[config.mk]
export PLATFORM = sky130hd
export DESIGN_NAME = arp_cache_resolver_top
export DESIGN_NICKNAME = d
export VERILOG_FILES = /design/src/rtl/acr_pkg.sv /design/src/rtl/acr_ram.sv /design/src/rtl/acr_engine.sv /design/src/rtl/arp_cache_resolver_top.sv
export SDC_FILE = /design/constraint.sdc
export NUM_CORES = 2
export LEC_CHECK = 0
export ABC_AREA = 1
export BUFFER_PORTS_ARGS = -buffer_cell sky130_fd_sc_hd__buf_2
export CAP_MARGIN = 20
export CORE_MARGIN = 1.5
export CORE_UTILIZATION = 25
export CTS_CLUSTER_SIZE = 30
export DETAILED_ROUTE_END_ITERATION = 6
export SYNTH_ARGS = -nofsm -noshare
export SYNTH_HDL_FRONTEND = slang
export SYNTH_HIERARCHICAL = 1
export SYNTH_SLANG_ARGS = --single-unit
[constraint.sdc]
create_clock -name clk -period 5.7 [get_ports clk]
set_input_delay 0.57 -clock clk [delete_from_list [all_inputs] [get_ports clk]]
set_output_delay 0.57 -clock clk [all_outputs]
set_load 0.02 [all_outputs]
[src/rtl/acr_pkg.sv]
// Shared types and constants for the ARP cache resolver.
// No dependencies; imported by acr_engine and the top level.
package acr_pkg;

    localparam int IP_W      = 32;
    localparam int MAC_W     = 48;
    localparam int LEN_W     = 16;
    localparam int OP_W      = 16;
    localparam int KIND_W    = 2;
    localparam int CFG_IDX_W = 2;
    localparam int CFG_W     = 48;

    typedef logic [KIND_W-1:0]    kind_t;
    typedef logic [CFG_IDX_W-1:0] cfg_idx_t;

    localparam cfg_idx_t CFG_OWN_IP      = 2'd0;
    localparam cfg_idx_t CFG_GATEWAY_IP  = 2'd2;
    localparam cfg_idx_t CFG_SUBNET_MASK = 2'd3;

    localparam logic [IP_W-1:0] OWN_IP_RST      = 32'h0000_0000;
    localparam logic [IP_W-1:0] GATEWAY_IP_RST  = 32'h0A00_0202;
    localparam logic [IP_W-1:0] SUBNET_MASK_RST = 32'hFFFF_FF00;

    localparam kind_t KIND_HIT   = 2'd0;
    localparam kind_t KIND_MISS  = 2'd1;
    localparam kind_t KIND_REPLY = 2'd2;

    localparam logic [LEN_W-1:0] ARP_MIN_LEN = 16'd28;
    localparam logic [OP_W-1:0]  OP_REQUEST  = 16'd1;

    typedef struct packed {
        logic [IP_W-1:0] own_ip;
        logic [IP_W-1:0] gateway_ip;
        logic [IP_W-1:0] subnet_mask;
    } acr_cfg_t;

    typedef struct packed {
        logic              action;
        logic [IP_W-1:0]   lookup_ip;
        logic [LEN_W-1:0]  pkt_length;
        logic [OP_W-1:0]   arp_opcode;
        logic [IP_W-1:0]   src_ip;
        logic [MAC_W-1:0]  src_mac;
        logic [IP_W-1:0]   tgt_ip;
    } acr_item_t;

    typedef struct packed {
        logic             valid;
        kind_t            kind;
        logic [MAC_W-1:0] mac;
        logic [IP_W-1:0]  ip;
    } acr_res_t;

endpackage

[src/rtl/acr_ram.sv]
// Generic single-write, single-read RAM with registered read data.
// No dependencies.
module acr_ram #(
    parameter int WIDTH = 32,
    parameter int DEPTH = 16
) (
    input  logic                     clk,
    input  logic                     wr_en,
    input  logic [$clog2(DEPTH)-1:0] wr_addr,
    input  logic [WIDTH-1:0]         wr_data,
    input  logic [$clog2(DEPTH)-1:0] rd_addr,
    output logic [WIDTH-1:0]         rd_data
);

    logic [WIDTH-1:0] mem [DEPTH];
    logic [WIDTH-1:0] rd_data_reg;

    always_ff @(posedge clk)
    begin
        if (wr_en)
        begin
            mem[wr_addr] <= wr_data;
        end
        rd_data_reg <= mem[rd_addr];
    end

    assign rd_data = rd_data_reg;

endmodule

[src/rtl/acr_engine.sv]
// Scan sequencer for the ARP cache: valid bits, IP and MAC tables, one shared
// compare unit stepping through the entries. Depends on acr_pkg and acr_ram.
module acr_engine
    import acr_pkg::*;
#(
    parameter int ENTRIES = 16
) (
    input  logic      clk,
    input  logic      rst_n,
    input  logic      start,
    input  acr_item_t item,
    input  acr_cfg_t  cfg,
    output logic      busy,
    output acr_res_t  res
);

    localparam int IW = $clog2(ENTRIES);
    localparam logic [IW-1:0] LAST = IW'(ENTRIES - 1);

    localparam logic ST_IDLE = 1'b0;
    localparam logic ST_SCAN = 1'b1;

    logic               state_reg, state_next;
    logic [IW-1:0]      idx_reg, idx_next;
    logic               issued_all_reg, issued_all_next;
    logic               cmp_vld_reg, cmp_vld_next;
    logic [IW-1:0]      cmp_idx_reg;
    logic [ENTRIES-1:0] valid_reg, valid_next;
    logic [IP_W-1:0]    key_reg, key_next;
    logic [MAC_W-1:0]   mac_reg, mac_next;
    logic               learn_reg, learn_next;
    logic               reply_reg, reply_next;
    acr_res_t           res_reg, res_next;

    logic [IP_W-1:0]  hop;
    logic             short_pkt;
    logic             is_reply;
    logic [IP_W-1:0]  rd_ip;
    logic [MAC_W-1:0] rd_mac;
    logic             ip_eq;
    logic             hit;
    logic             finish;
    logic             wr_en;
    logic [IW-1:0]    wr_addr;

    assign hop = ((item.lookup_ip & cfg.subnet_mask) == (cfg.own_ip & cfg.subnet_mask))
               ? item.lookup_ip : cfg.gateway_ip;
    assign short_pkt = item.pkt_length < ARP_MIN_LEN;
    assign is_reply  = (item.arp_opcode == OP_REQUEST) && (item.tgt_ip == cfg.own_ip);

    acr_ram #(
        .WIDTH (IP_W),
        .DEPTH (ENTRIES)
    ) u_ip_ram (
        .clk     (clk),
        .wr_en   (wr_en),
        .wr_addr (wr_addr),
        .wr_data (key_reg),
        .rd_addr (idx_reg),
        .rd_data (rd_ip)
    );

    acr_ram #(
        .WIDTH (MAC_W),
        .DEPTH (ENTRIES)
    ) u_mac_ram (
        .clk     (clk),
        .wr_en   (wr_en),
        .wr_addr (wr_addr),
        .wr_data (mac_reg),
        .rd_addr (idx_reg),
        .rd_data (rd_mac)
    );

    assign ip_eq  = rd_ip == key_reg;
    assign hit    = cmp_vld_reg && (learn_reg ? (!valid_reg[cmp_idx_reg] || ip_eq)
                                              : (valid_reg[cmp_idx_reg] && ip_eq));
    assign finish = (state_reg == ST_SCAN) && cmp_vld_reg && (hit || (cmp_idx_reg == LAST));
    assign wr_en   = finish && learn_reg;
    assign wr_addr = hit ? cmp_idx_reg : '0;

    always_comb
    begin
        state_next      = state_reg;
        idx_next        = idx_reg;
        issued_all_next = issued_all_reg;
        cmp_vld_next    = 1'b0;
        valid_next      = valid_reg;
        key_next        = key_reg;
        mac_next        = mac_reg;
        learn_next      = learn_reg;
        reply_next      = reply_reg;
        res_next        = res_reg;
        res_next.valid  = 1'b0;

        unique case (state_reg)
            ST_IDLE:
            begin
                if (start)
                begin
                    idx_next        = '0;
                    issued_all_next = 1'b0;
                    learn_next      = item.action;
                    reply_next      = is_reply;
                    mac_next        = item.src_mac;
                    key_next        = item.action ? item.src_ip : hop;
                    if (!(item.action && short_pkt))
                    begin
                        state_next = ST_SCAN;
                    end
                end
            end
            ST_SCAN:
            begin
                cmp_vld_next = !issued_all_reg;
                if (!issued_all_reg)
                begin
                    if (idx_reg == LAST)
                    begin
                        issued_all_next = 1'b1;
                    end
                    else
                    begin
                        idx_next = idx_reg + IW'(1);
                    end
                end
                if (finish)
                begin
                    state_next   = ST_IDLE;
                    cmp_vld_next = 1'b0;
                    res_next.ip  = key_reg;
                    if (learn_reg)
                    begin
                        valid_next[wr_addr] = 1'b1;
                        res_next.valid      = reply_reg;
                        res_next.kind       = KIND_REPLY;
                        res_next.mac        = mac_reg;
                    end
                    else
                    begin
                        res_next.valid = 1'b1;
                        res_next.kind  = hit ? KIND_HIT : KIND_MISS;
                        res_next.mac   = hit ? rd_mac : '0;
                    end
                end
            end
            default:
            begin
                state_next = ST_IDLE;
            end
        endcase
    end

    always_ff @(posedge clk or negedge rst_n)
    begin
        if (!rst_n)
        begin
            state_reg      <= ST_IDLE;
            idx_reg        <= '0;
            issued_all_reg <= 1'b0;
            cmp_vld_reg    <= 1'b0;
            valid_reg      <= '0;
            res_reg        <= '0;
        end
        else
        begin
            state_reg      <= state_next;
            idx_reg        <= idx_next;
            issued_all_reg <= issued_all_next;
            cmp_vld_reg    <= cmp_vld_next;
            valid_reg      <= valid_next;
            res_reg        <= res_next;
        end
    end

    always_ff @(posedge clk)
    begin
        cmp_idx_reg  <= idx_reg;
        key_reg      <= key_next;
        mac_reg      <= mac_next;
        learn_reg    <= learn_next;
        reply_reg    <= reply_next;
    end

    assign busy = state_reg != ST_IDLE;
    assign res  = res_reg;

    a_valid_sticky: assert property (@(posedge clk) disable iff (!rst_n)
        1'b1 |=> ((valid_reg & $past(valid_reg)) == $past(valid_reg)))
        else $error("valid bit cleared");

    a_one_learn: assert property (@(posedge clk) disable iff (!rst_n)
        1'b1 |=> ($countones(valid_reg & ~$past(valid_reg)) <= 1))
        else $error("more than one entry learned at once");

    a_write_in_scan: assert property (@(posedge clk) disable iff (!rst_n)
        wr_en |-> (state_reg == ST_SCAN) && learn_reg)
        else $error("table write outside a learn scan");

    a_lookup_result: assert property (@(posedge clk) disable iff (!rst_n)
        (finish && !learn_reg) |=> res_reg.valid)
        else $error("lookup finished without a result");

    a_no_stray_result: assert property (@(posedge clk) disable iff (!rst_n)
        !finish |=> !res_reg.valid)
        else $error("result without a finished scan");

endmodule

[src/rtl/arp_cache_resolver_top.sv]
// ARP cache resolver top level: configuration registers and port mapping.
// Depends on acr_pkg and acr_engine.
//
// Usage:
//   Command channel: drive the item fields and raise start; the word is taken
//   at a rising edge with start high and busy low. action 0 resolves
//   lookup_ip to a next hop and a MAC, action 1 learns a received ARP packet.
//   Result channel: result_valid is high for exactly one cycle with out_kind,
//   out_mac and out_ip; the receiver must take it then, it cannot stall.
//   Configuration: cfg_we writes cfg_data into register cfg_index (0 own_ip,
//   2 gateway_ip, 3 subnet_mask; 1 is ignored) at a clock edge. The user
//   writes only while the block is idle; the block does not enforce it.
//   Scan: one shared compare unit walks the table one entry per cycle
//   behind a registered RAM read. A word ends its scan at its matching
//   entry or at the last entry and shows its result as busy falls; a new
//   word is taken only while busy is low, so the block cannot take one
//   before it is through with the last. A learn packet shorter than 28
//   bytes is not scanned and gives no result.
//   Reset: clears all valid bits and loads the register defaults; the table
//   needs no clearing pass.
module arp_cache_resolver_top
    import acr_pkg::*;
#(
    parameter int ENTRIES = 16
) (
    input  logic              clk,
    input  logic              rst_n,
    input  logic              start,
    output logic              busy,
    input  logic              action,
    input  logic [IP_W-1:0]   lookup_ip,
    input  logic [LEN_W-1:0]  pkt_length,
    input  logic [OP_W-1:0]   arp_opcode,
    input  logic [IP_W-1:0]   src_ip,
    input  logic [MAC_W-1:0]  src_mac,
    input  logic [IP_W-1:0]   tgt_ip,
    input  logic              cfg_we,
    input  cfg_idx_t          cfg_index,
    input  logic [CFG_W-1:0]  cfg_data,
    output logic              result_valid,
    output kind_t             out_kind,
    output logic [MAC_W-1:0]  out_mac,
    output logic [IP_W-1:0]   out_ip
);

    acr_cfg_t  cfg_reg, cfg_next;
    acr_item_t item;
    acr_res_t  res;
    logic      eng_busy;

    always_comb
    begin
        cfg_next = cfg_reg;
        if (cfg_we)
        begin
            unique case (cfg_index)
                CFG_OWN_IP:      cfg_next.own_ip      = cfg_data[IP_W-1:0];
                CFG_GATEWAY_IP:  cfg_next.gateway_ip  = cfg_data[IP_W-1:0];
                CFG_SUBNET_MASK: cfg_next.subnet_mask = cfg_data[IP_W-1:0];
                default:         cfg_next = cfg_reg;
            endcase
        end
    end

    always_ff @(posedge clk or negedge rst_n)
    begin
        if (!rst_n)
        begin
            cfg_reg.own_ip      <= OWN_IP_RST;
            cfg_reg.gateway_ip  <= GATEWAY_IP_RST;
            cfg_reg.subnet_mask <= SUBNET_MASK_RST;
        end
        else
        begin
            cfg_reg <= cfg_next;
        end
    end

    assign item.action     = action;
    assign item.lookup_ip  = lookup_ip;
    assign item.pkt_length = pkt_length;
    assign item.arp_opcode = arp_opcode;
    assign item.src_ip     = src_ip;
    assign item.src_mac    = src_mac;
    assign item.tgt_ip     = tgt_ip;

    acr_engine #(
        .ENTRIES (ENTRIES)
    ) u_engine (
        .clk   (clk),
        .rst_n (rst_n),
        .start (start && !eng_busy),
        .item  (item),
        .cfg   (cfg_reg),
        .busy  (eng_busy),
        .res   (res)
    );

    assign busy         = eng_busy;
    assign result_valid = res.valid;
    assign out_kind     = res.kind;
    assign out_mac      = res.mac;
    assign out_ip       = res.ip;

endmodule
==> key figures <==
Finish
  – Layout cell share with drive strength beyond 1: 0.102
  – Commonest non-fill, non-tap cell in the layout: nand2_1
  – Fill cells: 28,700
  – Multi-input gate area: 0.0172 mm^2
  – Max reg flops: 768
  – Reg area: 0.0477 mm^2
  – Final nets: 7,540
  – Final core occ: 0.294
  – Commonest non-fill, non-tap cells in the layout: nand2_1, edfxtp_1, inv_1
  – Area grow syn2layout: 16.9%

Clocking
  – Cts bufs inserted: 176
  – Post-CTS setup buffers: 0
  – H-tree depth: 4
  – Max clock buf depth: 3
  – Clk pin slew, worst setup/hold paths: 0.06 ns
  – CTS tree: yes
  – Insertion delay to the later sink of the worst-skew pair: 0.84 ns
  – CTS Sinks: 1,648
  – Clk root buf: clkbuf_16

Global routing
  – Tot GR Track Use: 0.138
  – Initial antenna violation count: 22
  – Pin count of the biggest net entering global routing: 215
  – Gr ovfl total: 0
  – First-pass GRT wire length: 300,000 um
  – Vias in the first global route: 47,200

Worst setup path
  – Crit path DAT: 5.49 ns
  – Startpoint Class: register
  – Crit-path cells: inv_1, nand2_1, nand2_1, nor2_1, nand2_1, inv_1, nand2_1, nor2_1, nand2_1, nand2_2, nand2_4, nand2_4, nand2_8, nor2_4, nand3_1, nor2_4, buf_12
  – Kind of critical path: register to register
  – Bufs and invs on worst path: 3
  – Critical path's top delay family: simple AND/OR/NAND/NOR gates
  – Worst path max stage delay: 0.75 ns
  – Worst path required time: 6.21 ns
  – Crit end category: register
  – Most frequent CP cell: nand2_1
  – Slowest cell on crit path: edfxtp_1
  – Crit-path max FO: 43

Power and ir drop
  – Pwr Density: 464 mW/mm^2
  – Clock power frac: 0.307
  – Internal: 24,400 uW
  – Switch share: 0.367
  – Seq pwr share: 0.402
  – Leak: 0.0351 uW
  – IR drop worst, VDD: 0.633 mV
  – NetSw: 14,100 uW
  – Comb pwr share: 0.291

Floorplanning
  – Num ports: 315
  – Die footprint: 0.287 mm^2
  – Initial Util: 0.251
  – Std-Cell Rows: 195
  – Die H: 536 um
  – Core footprint: 0.282 mm^2
  – Chip width: 536 um

STA
  – Endpoints failing hold: 0
  – Max_slew headroom: 0.239
  – Slew @ Worst Pin: 1.14 ns
  – Max Fclk: 0.201 GHz
  – Layout Skew: 0.0466 ns
  – Unrepaired setup endpoints after global routing: no
  – Final WS setup: 0.725 ns
  – Max Slew Vio Count: 0
  – Final worst-path cycle share: 0.873
  – Setup tns final: 0 ns
  – # setup viols final: 0
  – Post-route minimum period: 4.98 ns

Yosys
  – Synth Cell Area: 0.0709 mm^2
  – Fraction of registers with async set/reset: 0.123
  – Synthesized instance count: 7,021
  – Register area share after synthesis: 0.672
  – Number of synthesized flops with an enable pin: 1,362
  – Syn nets: 7,253
  – Primary FF master, synth: edfxtp_1
  – Synth warnings: 6
  – Synth unique cells: 43
  – Synth Register Bits: 1,648
  – Synthesized area per cell: 10.1 um^2

Detailed routing
  – Iteration-0 DRC Markers: 4,638
  – Vias per cell: 4.41
  – Routed Antenna Nets: 0
  – Drt drc: 0
  – Avg WL per Cell: 18.1 um
  – Vias: 49,500
  – Routed wire length: 203,000 um
  – DR pass1 iterations: 6

Run
  – Max-cap violations: 0

Place
  – Gp weighted congestion: 0.874
  – Detailed placement HPWL: 114,000 um
  – Pre-CTS WS: 0.725 ns
  – IO buf count: 296

Status
  – Status: complete, no violations

Worst hold path
  – Hold WC Path Type: primary input to register
## cells in the mapped netlist (8+ instances only)
master	instances	area (um^2)
a21oi_1	66	330
buf_1	21	78.8
buf_2	155	776
buf_4	24	180
buf_6	70	788
clkbuf_1	83	312
dfrtp_1	174	4350
dfstp_2	28	736
dfxtp_1	84	1680
edfxtp_1	1362	40900
inv_1	1102	4140
nand2_1	2274	8540
nand3_1	1037	5190
nand3b_1	10	75.1
nand4_1	78	488
nor2_1	187	702
nor3_1	9	45.0
nor4_1	8	50.1
o21ai_0	138	691
o21ai_1	15	75.1
or2_2	11	68.8
xnor2_1	30	263
xor2_1	14	123
## logic make-up (layout without fill, tap and decap cells)
| logic type | count (synthesis) | after routing | synth area share |
|---|---|---|---|
| AND/OR/NAND/NOR | 3625 | 3625 | 0.215 |
| flip-flops | 1648 | 1648 | 0.672 |
| buffers and inverters | 1464 | 1903 | 0.0893 |
| AO/OA/AOI/OAI | 239 | 239 | 0.0179 |
| XOR/XNOR | 44 | 44 | 0.00543 |
| adder cells (fa/ha/maj) | 1 | 1 | 0.000176 |
| other | 0 | 10 | 0 |
## routing by layer
layer | global-route usage | vias up | share of wire
met5 | 0 | - | 0
met4 | 0.0480 | 0 | 0.030
met3 | 0.0217 | 298 | 0.067
met2 | 0.231 | 1818 | 0.48
met1 | 0.180 | 24000 | 0.42
li1 | - | 23300 | -
## path summary, 6_finish.rpt
| kind | startpoint | depth (start not counted) | slack, ns | end |
|---|---|---|---|---|
| setup / recovery | u_engine/key_reg[21] | 17 | 0.72 | u_engine/u_mac_ram/mem[15][43] |
| hold / removal | src_mac[33] | 1 | 0.03 | u_engine/mac_reg[33] |
| setup reg to reg | u_engine/key_reg[21] | 17 | 0.72 | u_engine/u_mac_ram/mem[15][43] |
| hold reg to reg | u_engine/issued_all_reg | 1 | 0.43 | u_engine/cmp_vld_reg |
| max in group asynchronous | rst_n | 3 | 4.07 | cfg_reg[87] |
| min in group asynchronous | rst_n | 2 | 0.36 | u_engine/res[14] |
## final cells by class
| cell class | count | area share |
|---|---|---|
| Clock inverter | 104 | 0.0147 |
| Clock buffer | 226 | 0.0577 |
| Multi-Input combinational cell | 3909 | 0.207 |
| Sequential cell | 1648 | 0.575 |
| Timing Repair Buffer | 464 | 0.0382 |
| Inverter | 1109 | 0.0506 |
| Tap cell | 3743 | 0.0565 |
| Antenna cell | 10 | 0.000302 |
## per-stage QoR
| step | area (um^2) | hold WS [ns] | total power, uW | std cells |
|---|---|---|---|---|
| after floorplan | 70900 | 0.274 | 23300 | 7021 |
| after global placement | 76200 | 0.415 | 26700 | 10800 |
| after detailed placement | 76200 | 0.426 | 26900 | 10800 |
| after CTS | 82900 | 0.000713 | 38800 | 11200 |
| after global routing | 82900 | 0.00843 | 40500 | 11200 |
| final | 82900 | 0.0330 | 38500 | 11200 |
## power groups by stage
stage          Sequential, uW  Combinational, uW  Clock [uW]
2_1_floorplan           15500               7760           0
3_3_place_gp            15700              11000           0
3_5_place_dp            15800              11100           0
4_1_cts                 15500              11200       12100
5_1_grt                 15600              12400       12500
6_report                15500              11200       11800
## worst register-to-register path, delay by kind of cell, from the launching register on
family	cells	cell delay (ns)
buffers and inverters	3	0.51
DFF	1	0.75
and+or+nand+nor	14	3.41
## timing repair
action,CTS,global route
hold endpoints to repair,215,0
resized for setup,0,0
hold buffers,75,0
Note: power is estimated with default switching activity, not from simulation.
